`config.mk`:
```
export PLATFORM = sky130hd
export DESIGN_NAME = circular_mean_angle_estimator
export DESIGN_NICKNAME = d
export VERILOG_FILES = /design/src/rtl/cmae_pkg.sv /design/src/rtl/circular_mean_angle_estimator.sv
export SDC_FILE = /design/constraint.sdc
export NUM_CORES = 2
export LEC_CHECK = 0
export BUFFER_PORTS_ARGS = -buffer_cell sky130_fd_sc_hd__buf_2
export CORE_MARGIN = 4
export CORE_UTILIZATION = 30
export DETAILED_ROUTE_END_ITERATION = 10
export PLACE_DENSITY_LB_ADDON = 0.12
export SLEW_MARGIN = 20
export SYNTH_ARGS = -nofsm -noshare
export SYNTH_HDL_FRONTEND = slang
export SYNTH_SLANG_ARGS = --single-unit
```
`constraint.sdc`:
```
create_clock -name clk -period 9.7 [get_ports clk]
set_input_delay 0.97 -clock clk [delete_from_list [all_inputs] [get_ports clk]]
set_output_delay 0.97 -clock clk [all_outputs]
set_load 0.1 [all_outputs]
```
`src/rtl/cmae_pkg.sv`:
```
// Shared types and constants for the circular mean angle estimator.
// Holds the CORDIC arctangent table and the fixed-point widths; no dependencies.
package cmae_pkg;

    localparam int CORDIC_STEPS = 16;
    localparam int STEP_W       = 4;
    // 2^42 * 1.65 * sqrt(2) fits in 44 bits, plus headroom for the sign
    localparam int XY_W         = 46;
    localparam int Z_W          = 34;
    localparam int Q15_W        = 16;
    localparam int SUM_W        = 27;
    localparam int ANGLE_W      = 16;

    localparam longint SUM_CAP  = 64'sd67108863;

    typedef logic signed [XY_W-1:0]  xy_t;
    typedef logic signed [Z_W-1:0]   z_t;
    typedef logic signed [Q15_W-1:0] q15_t;
    typedef logic signed [SUM_W-1:0] sum_t;

    // 0.607252935 * 2^30, gain-compensated start value
    localparam xy_t  X_INIT    = 46'sd652032874;
    localparam z_t   HALF_TURN = 34'sd2147483648;
    localparam q15_t Q15_MAX   = 16'sd32767;
    localparam q15_t Q15_MIN   = -16'sd32768;

    // atan(2^-i) as a fraction of a turn, 2^32 = one turn
    localparam logic [29:0] ATAN_TAB [CORDIC_STEPS] = '{
        30'd536870912, 30'd316933405, 30'd167458907, 30'd85004756,
        30'd42667332,  30'd21354465,  30'd10679838,  30'd5340245,
        30'd2670163,   30'd1335081,   30'd667544,    30'd333772,
        30'd166886,    30'd83443,     30'd41722,     30'd20861
    };

endpackage

```
`src/rtl/circular_mean_angle_estimator.sv`:
```
// Circular mean angle estimator: sums sine/cosine of good samples, atan2 on last.
// One shared CORDIC step unit serves both rotation and vectoring; uses cmae_pkg.
//
//  channel  | dir | tdata               | tuser          | tlast
//  ---------+-----+---------------------+----------------+-------------
//  s_*      | in  | [15:0] sample_angle | [0] sample_ok  | last_sample
//  m_*      | out | [15:0] mean_angle   | [0] found      | -
//
// A skipped, non-final request goes straight back to idle; a good non-final one
// runs 16 rotation steps, a rounding state and an accumulate state. A final
// request adds a check state, 16 vectoring steps (none when both sums are zero)
// and an output state. The single CORDIC step unit runs these steps in turn.
// s_tready is high only when idle.
// Reset clears the sums and the FSM; a stalled result holds in the output
// register and blocks the next final result only.
module circular_mean_angle_estimator #(
    parameter int MAX_SAMPLES = 1024,
    parameter int ANGLE_BITS  = 16
) (
    input  logic        clk,
    input  logic        rst_n,
    input  logic        s_tvalid,
    output logic        s_tready,
    input  logic [15:0] s_tdata,   // [15:0] sample_angle
    input  logic [0:0]  s_tuser,   // [0] sample_ok
    input  logic        s_tlast,
    output logic        m_tvalid,
    input  logic        m_tready,
    output logic [15:0] m_tdata,   // [15:0] mean_angle
    output logic [0:0]  m_tuser    // [0] found
);

    localparam longint LIM_RAW = longint'(MAX_SAMPLES) * 64'sd32767;
    localparam longint LIM_SEL = (LIM_RAW > cmae_pkg::SUM_CAP) ? cmae_pkg::SUM_CAP : LIM_RAW;
    localparam logic signed [cmae_pkg::SUM_W:0] SUM_LIM = (cmae_pkg::SUM_W + 1)'(LIM_SEL);
    localparam logic [31:0] ANGLE_MASK = 32'((64'd1 << ANGLE_BITS) - 64'd1);
    localparam logic [31:0] ROUND_ADD  = 32'd1 << (31 - ANGLE_BITS);

    typedef enum logic [2:0] {
        ST_IDLE,
        ST_ROT,
        ST_RND,
        ST_ACC,
        ST_CHK,
        ST_VEC,
        ST_OUT
    } state_t;

    state_t                          state_reg, state_next;
    logic [cmae_pkg::STEP_W-1:0]     step_reg, step_next;
    logic                            last_reg, last_next;
    logic                            found_reg, found_next;
    cmae_pkg::sum_t                  sine_sum_reg, sine_sum_next;
    cmae_pkg::sum_t                  cosine_sum_reg, cosine_sum_next;
    logic                            m_tvalid_reg, m_tvalid_next;
    logic [15:0]                     m_tdata_reg, m_tdata_next;
    logic                            m_tuser_reg, m_tuser_next;

    cmae_pkg::xy_t                   x_reg, x_next;
    cmae_pkg::xy_t                   y_reg, y_next;
    cmae_pkg::z_t                    z_reg, z_next;
    logic [1:0]                      quad_reg, quad_next;
    cmae_pkg::q15_t                  sin_q_reg, sin_q_next;
    cmae_pkg::q15_t                  cos_q_reg, cos_q_next;

    logic [31:0]                     phase;
    cmae_pkg::xy_t                   dx;
    cmae_pkg::xy_t                   dy;
    cmae_pkg::z_t                    atan_z;
    logic                            rot_pos;
    cmae_pkg::q15_t                  ys;
    cmae_pkg::q15_t                  xs;
    cmae_pkg::xy_t                   sin_ext;
    cmae_pkg::xy_t                   cos_ext;
    logic [31:0]                     rnd_phase;

    function automatic cmae_pkg::q15_t round_q15(input cmae_pkg::xy_t v);
        cmae_pkg::xy_t mag;
        cmae_pkg::xy_t t;
        cmae_pkg::xy_t r;
        mag = v[cmae_pkg::XY_W-1] ? -v : v;
        t   = (mag + cmae_pkg::xy_t'(16384)) >>> 15;
        r   = v[cmae_pkg::XY_W-1] ? -t : t;
        if (r > cmae_pkg::xy_t'(cmae_pkg::Q15_MAX))
            return cmae_pkg::Q15_MAX;
        else if (r < cmae_pkg::xy_t'(cmae_pkg::Q15_MIN))
            return cmae_pkg::Q15_MIN;
        else
            return cmae_pkg::q15_t'(r);
    endfunction

    function automatic cmae_pkg::q15_t neg_q15(input cmae_pkg::q15_t q);
        return (q == cmae_pkg::Q15_MIN) ? cmae_pkg::Q15_MAX : -q;
    endfunction

    function automatic cmae_pkg::sum_t sat_add(input cmae_pkg::sum_t acc,
                                               input cmae_pkg::q15_t v);
        logic signed [cmae_pkg::SUM_W:0] r;
        r = (cmae_pkg::SUM_W + 1)'(acc) + (cmae_pkg::SUM_W + 1)'(v);
        if (r > SUM_LIM)
            r = SUM_LIM;
        else if (r < -SUM_LIM)
            r = -SUM_LIM;
        return cmae_pkg::sum_t'(r);
    endfunction

    assign s_tready = (state_reg == ST_IDLE);
    assign m_tvalid = m_tvalid_reg;
    assign m_tdata  = m_tdata_reg;
    assign m_tuser  = m_tuser_reg;

    assign phase   = (32'(s_tdata) & ANGLE_MASK) << (32 - ANGLE_BITS);
    assign dx      = y_reg >>> step_reg;
    assign dy      = x_reg >>> step_reg;
    assign atan_z  = cmae_pkg::z_t'({4'b0000, cmae_pkg::ATAN_TAB[step_reg]});
    // rotation drives z toward zero; vectoring drives y toward zero
    assign rot_pos = (state_reg == ST_VEC) ? (y_reg[cmae_pkg::XY_W-1] || (y_reg == '0))
                                           : !z_reg[cmae_pkg::Z_W-1];
    assign ys      = round_q15(y_reg);
    assign xs      = round_q15(x_reg);
    assign sin_ext = cmae_pkg::xy_t'(sine_sum_reg) <<< 16;
    assign cos_ext = cmae_pkg::xy_t'(cosine_sum_reg) <<< 16;
    assign rnd_phase = z_reg[31:0] + ROUND_ADD;

    always_comb
    begin
        state_next      = state_reg;
        step_next       = step_reg;
        last_next       = last_reg;
        found_next      = found_reg;
        sine_sum_next   = sine_sum_reg;
        cosine_sum_next = cosine_sum_reg;
        m_tvalid_next   = m_tvalid_reg;
        m_tdata_next    = m_tdata_reg;
        m_tuser_next    = m_tuser_reg;
        x_next          = x_reg;
        y_next          = y_reg;
        z_next          = z_reg;
        quad_next       = quad_reg;
        sin_q_next      = sin_q_reg;
        cos_q_next      = cos_q_reg;

        if (m_tready)
            m_tvalid_next = 1'b0;

        unique case (state_reg) inside
            ST_IDLE:
            begin
                if (s_tvalid)
                begin
                    last_next = s_tlast;
                    if (s_tuser[0])
                    begin
                        x_next     = cmae_pkg::X_INIT;
                        y_next     = '0;
                        z_next     = cmae_pkg::z_t'({4'b0000, phase[29:0]});
                        quad_next  = phase[31:30];
                        step_next  = '0;
                        state_next = ST_ROT;
                    end
                    else if (s_tlast)
                    begin
                        state_next = ST_CHK;
                    end
                end
            end
            ST_ROT, ST_VEC:
            begin
                if (rot_pos)
                begin
                    x_next = x_reg - dx;
                    y_next = y_reg + dy;
                    z_next = z_reg - atan_z;
                end
                else
                begin
                    x_next = x_reg + dx;
                    y_next = y_reg - dy;
                    z_next = z_reg + atan_z;
                end
                step_next = step_reg + 1'b1;
                if (step_reg == cmae_pkg::STEP_W'(cmae_pkg::CORDIC_STEPS - 1))
                    state_next = (state_reg == ST_ROT) ? ST_RND : ST_OUT;
            end
            ST_RND:
            begin
                // unfold the quadrant
                case (quad_reg)
                    2'd0:
                    begin
                        sin_q_next = ys;
                        cos_q_next = xs;
                    end
                    2'd1:
                    begin
                        sin_q_next = xs;
                        cos_q_next = neg_q15(ys);
                    end
                    2'd2:
                    begin
                        sin_q_next = neg_q15(ys);
                        cos_q_next = neg_q15(xs);
                    end
                    default:
                    begin
                        sin_q_next = neg_q15(xs);
                        cos_q_next = ys;
                    end
                endcase
                state_next = ST_ACC;
            end
            ST_ACC:
            begin
                sine_sum_next   = sat_add(sine_sum_reg, sin_q_reg);
                cosine_sum_next = sat_add(cosine_sum_reg, cos_q_reg);
                state_next      = last_reg ? ST_CHK : ST_IDLE;
            end
            ST_CHK:
            begin
                if ((sine_sum_reg == '0) && (cosine_sum_reg == '0))
                begin
                    found_next = 1'b0;
                    state_next = ST_OUT;
                end
                else
                begin
                    found_next = 1'b1;
                    // fold the left half plane onto the right
                    if (cosine_sum_reg[cmae_pkg::SUM_W-1])
                    begin
                        x_next = -cos_ext;
                        y_next = -sin_ext;
                        z_next = cmae_pkg::HALF_TURN;
                    end
                    else
                    begin
                        x_next = cos_ext;
                        y_next = sin_ext;
                        z_next = '0;
                    end
                    step_next  = '0;
                    state_next = ST_VEC;
                end
            end
            ST_OUT:
            begin
                if (!m_tvalid_reg || m_tready)
                begin
                    m_tvalid_next   = 1'b1;
                    m_tdata_next    = found_reg ? 16'(rnd_phase >> (32 - ANGLE_BITS)) : 16'd0;
                    m_tuser_next    = found_reg;
                    sine_sum_next   = '0;
                    cosine_sum_next = '0;
                    state_next      = ST_IDLE;
                end
            end
            default:
            begin
                state_next = ST_IDLE;
            end
        endcase
    end

    always_ff @(posedge clk or negedge rst_n)
    begin
        if (!rst_n)
        begin
            state_reg      <= ST_IDLE;
            step_reg       <= '0;
            last_reg       <= 1'b0;
            found_reg      <= 1'b0;
            sine_sum_reg   <= '0;
            cosine_sum_reg <= '0;
            m_tvalid_reg   <= 1'b0;
            m_tdata_reg    <= '0;
            m_tuser_reg    <= 1'b0;
        end
        else
        begin
            state_reg      <= state_next;
            step_reg       <= step_next;
            last_reg       <= last_next;
            found_reg      <= found_next;
            sine_sum_reg   <= sine_sum_next;
            cosine_sum_reg <= cosine_sum_next;
            m_tvalid_reg   <= m_tvalid_next;
            m_tdata_reg    <= m_tdata_next;
            m_tuser_reg    <= m_tuser_next;
        end
    end

    always_ff @(posedge clk)
    begin
        x_reg     <= x_next;
        y_reg     <= y_next;
        z_reg     <= z_next;
        quad_reg  <= quad_next;
        sin_q_reg <= sin_q_next;
        cos_q_reg <= cos_q_next;
    end

endmodule

```
==> metrics.txt <==
CTS tree=built; status=finished clean; # setup viols final=0; Die ar.=121000 sq um; Reg-to-Reg Start=step_reg[0]; Critical Path End=x_reg[44]; synth unique cells=110; Resized cells post-CTS=0; Synth Register Bits=241; Final min period=9.16 ns; final setup skew=0.0210 ns; drt drc=0; initial antenna violation count=0; dpl ws=0.306 ns; fin worst setup slack=0.537 ns; Mapped Avg Cell Area=7.79 sq um; Largest stage delay, worst path=0.98 ns; total CTS buffers=36; Initial Util=0.302; Clock transition at path regs=0.06 ns; Post-Syn Instances=4431; Top Family by Delay on Critical Path=compound AO/OA/AOI/OAI gates; Crit path depth=28; Area growth syn-to-layout=9.24%; Setup CP Type=register to register; initial detailed-routing violation count=2898; crit path capture type=register; IO Port Bufs=40; detailed-route via count=33950; Worst-Margin Slew=1.20 ns; commonest non-fill, non-tap cell in the layout=nand2_1; Fmax achieved=109 MHz; Critical Path RT=9.98 ns; Reg2Reg Depth=28; CP max-delay cell=a211oi_1; # fillers=12300; Overall Global Routing Usage=0.214; global-route wire length before repair=203000 um; area taken by multi-input logic gates=26300 sq um; period utilization=0.945; Final ANT Viol Nets=0; share of layout cells above drive strength 1=0.0937; Die X=347 um; setup TNS=0 ns; syn_nets=4651; reg2reg end=x_reg[44]; setup bufs post-CTS=0; H-tree depth=2; Placed Cells=5835; final-report hold violation count=0; Register Area=6850 sq um; Root Driver=clkbuf_16; CORE AREA=114000 sq um; Crit. Startpoint=step_reg[0]; CTS Hold Bufs=0; Max-Slew Margin vs Limit=0.192; Seq/Total Area, Yosys=0.198; crit path max fanout=48; Arr. time, crit path=9.44 ns; hpwl dp=104000 um; Final Max Slew Viols=0; Synth Warn #=0; Rows=124; clk sinks=241; GPL Wtd Cong=0.949; Skew-Pair Late Insertion Delay=0.57 ns; Nets=4581; fraction of registers with async set/reset=0.336; Core Util, Final=0.330; pin count of the biggest net entering global routing=74; RSZ-0062 raised after global routing=no; grt ovf=0; Initial DRT Pass Iterations=6; vias in the first global route=31926; WL final=135000 um; Die Span Y=347 um; Synth Cell Area=34500 sq um; Avg WL per Cell=22.9 um; most frequent CP cell=a21oi_1; primary flip-flop cell chosen by synthesis mapping=edfxtp_1; Layout Cells excl Fill=5901; ratio of routed vias to standard cells=5.75; Tightest Hold Check Type=input port to asynchronous set/reset pin; most frequent cells in the layout=nand2_1 (480), nor2_1 (344), o21ai_0 (329); EDFF count, synth=160; crit path buf inv count=3; Max-Cap Viols=0; Worst setup SP type=register; CTS Buffer Depth=3; Ports=41; internal reg-to-reg setup slack=0.54 ns
[metal layers]
metal | global-route usage | wire length [um] | up-vias
li1 | - | - | 16419
met1 | 0.306 | 63400 | 16459
met2 | 0.340 | 60500 | 944
met3 | 0.0240 | 6980 | 128
met4 | 0.0593 | 4060 | 0
met5 | 0 | 0 | -
[metrics by stage]
stage                     cell area, sq um  hold WS [ns]
after CTS                            37700         0.309
after floorplan                      34500         0.480
final                                37700         0.330
after global placement               36500         0.447
after detailed placement             36500         0.452
after global routing                 37700         0.345
[worst min path at each step]
stage               cells past startpoint  startpoint               end
floorplan                               1    last_reg          last_reg
global placement                        2  m_tdata[0]        m_tdata[0]
detailed placement                      2  m_tdata[1]        m_tdata[1]
CTS                                     1       rst_n  sine_sum_reg[20]
global route                            1       rst_n  sine_sum_reg[20]
finish                                  1       rst_n  sine_sum_reg[20]
[cells in the mapped netlist, types with 51 or more instances]
library cell / instances / area, sq um
mux4_2: 77 / 1730
nand3_1: 158 / 791
clkbuf_1: 198 / 743
nor3_1: 122 / 611
inv_1: 107 / 402
mux2i_1: 101 / 1010
a21o_1: 51 / 383
nand2_1: 482 / 1810
nor2b_1: 53 / 332
xnor2_1: 251 / 2200
edfxtp_1: 160 / 4800
o21ai_0: 329 / 1650
and2_1: 58 / 363
ha_1: 193 / 2410
a21oi_1: 314 / 1570
nor2_1: 346 / 1300
o31ai_1: 67 / 503
a31oi_1: 68 / 425
xor2_1: 240 / 2100
o22ai_1: 61 / 382
nand4_1: 62 / 388
dfrtp_1: 81 / 2030
and3_1: 68 / 425
[logic make-up (layout without fill, tap and decap cells)]
family | Yosys count | in the layout | share of synthesized area
buffers and inverters | 373 | 330 | 0.0417
multiplexers | 194 | 194 | 0.0848
AO/OA/AOI/OAI | 1289 | 1289 | 0.239
flip-flops | 241 | 241 | 0.198
XOR/XNOR | 494 | 494 | 0.126
AND/OR/NAND/NOR | 1642 | 1642 | 0.237
adder cells (fa/ha/maj) | 198 | 198 | 0.0728
other | 0 | 1 | 0
[area by class of cell]
class / instances / area share
timing repair buffer: 154 / 0.0281
clock inverter: 13 / 0.00362
antenna: 1 / 0.0000663
multi-input combinational: 3817 / 0.698
clock buffer: 52 / 0.0274
inverter: 111 / 0.0112
tap: 1512 / 0.0502
sequential: 241 / 0.182
Power is left out: the tool's default activity adds up to more than one toggle a clock period on the data nets, which glitch-free logic cannot reach.
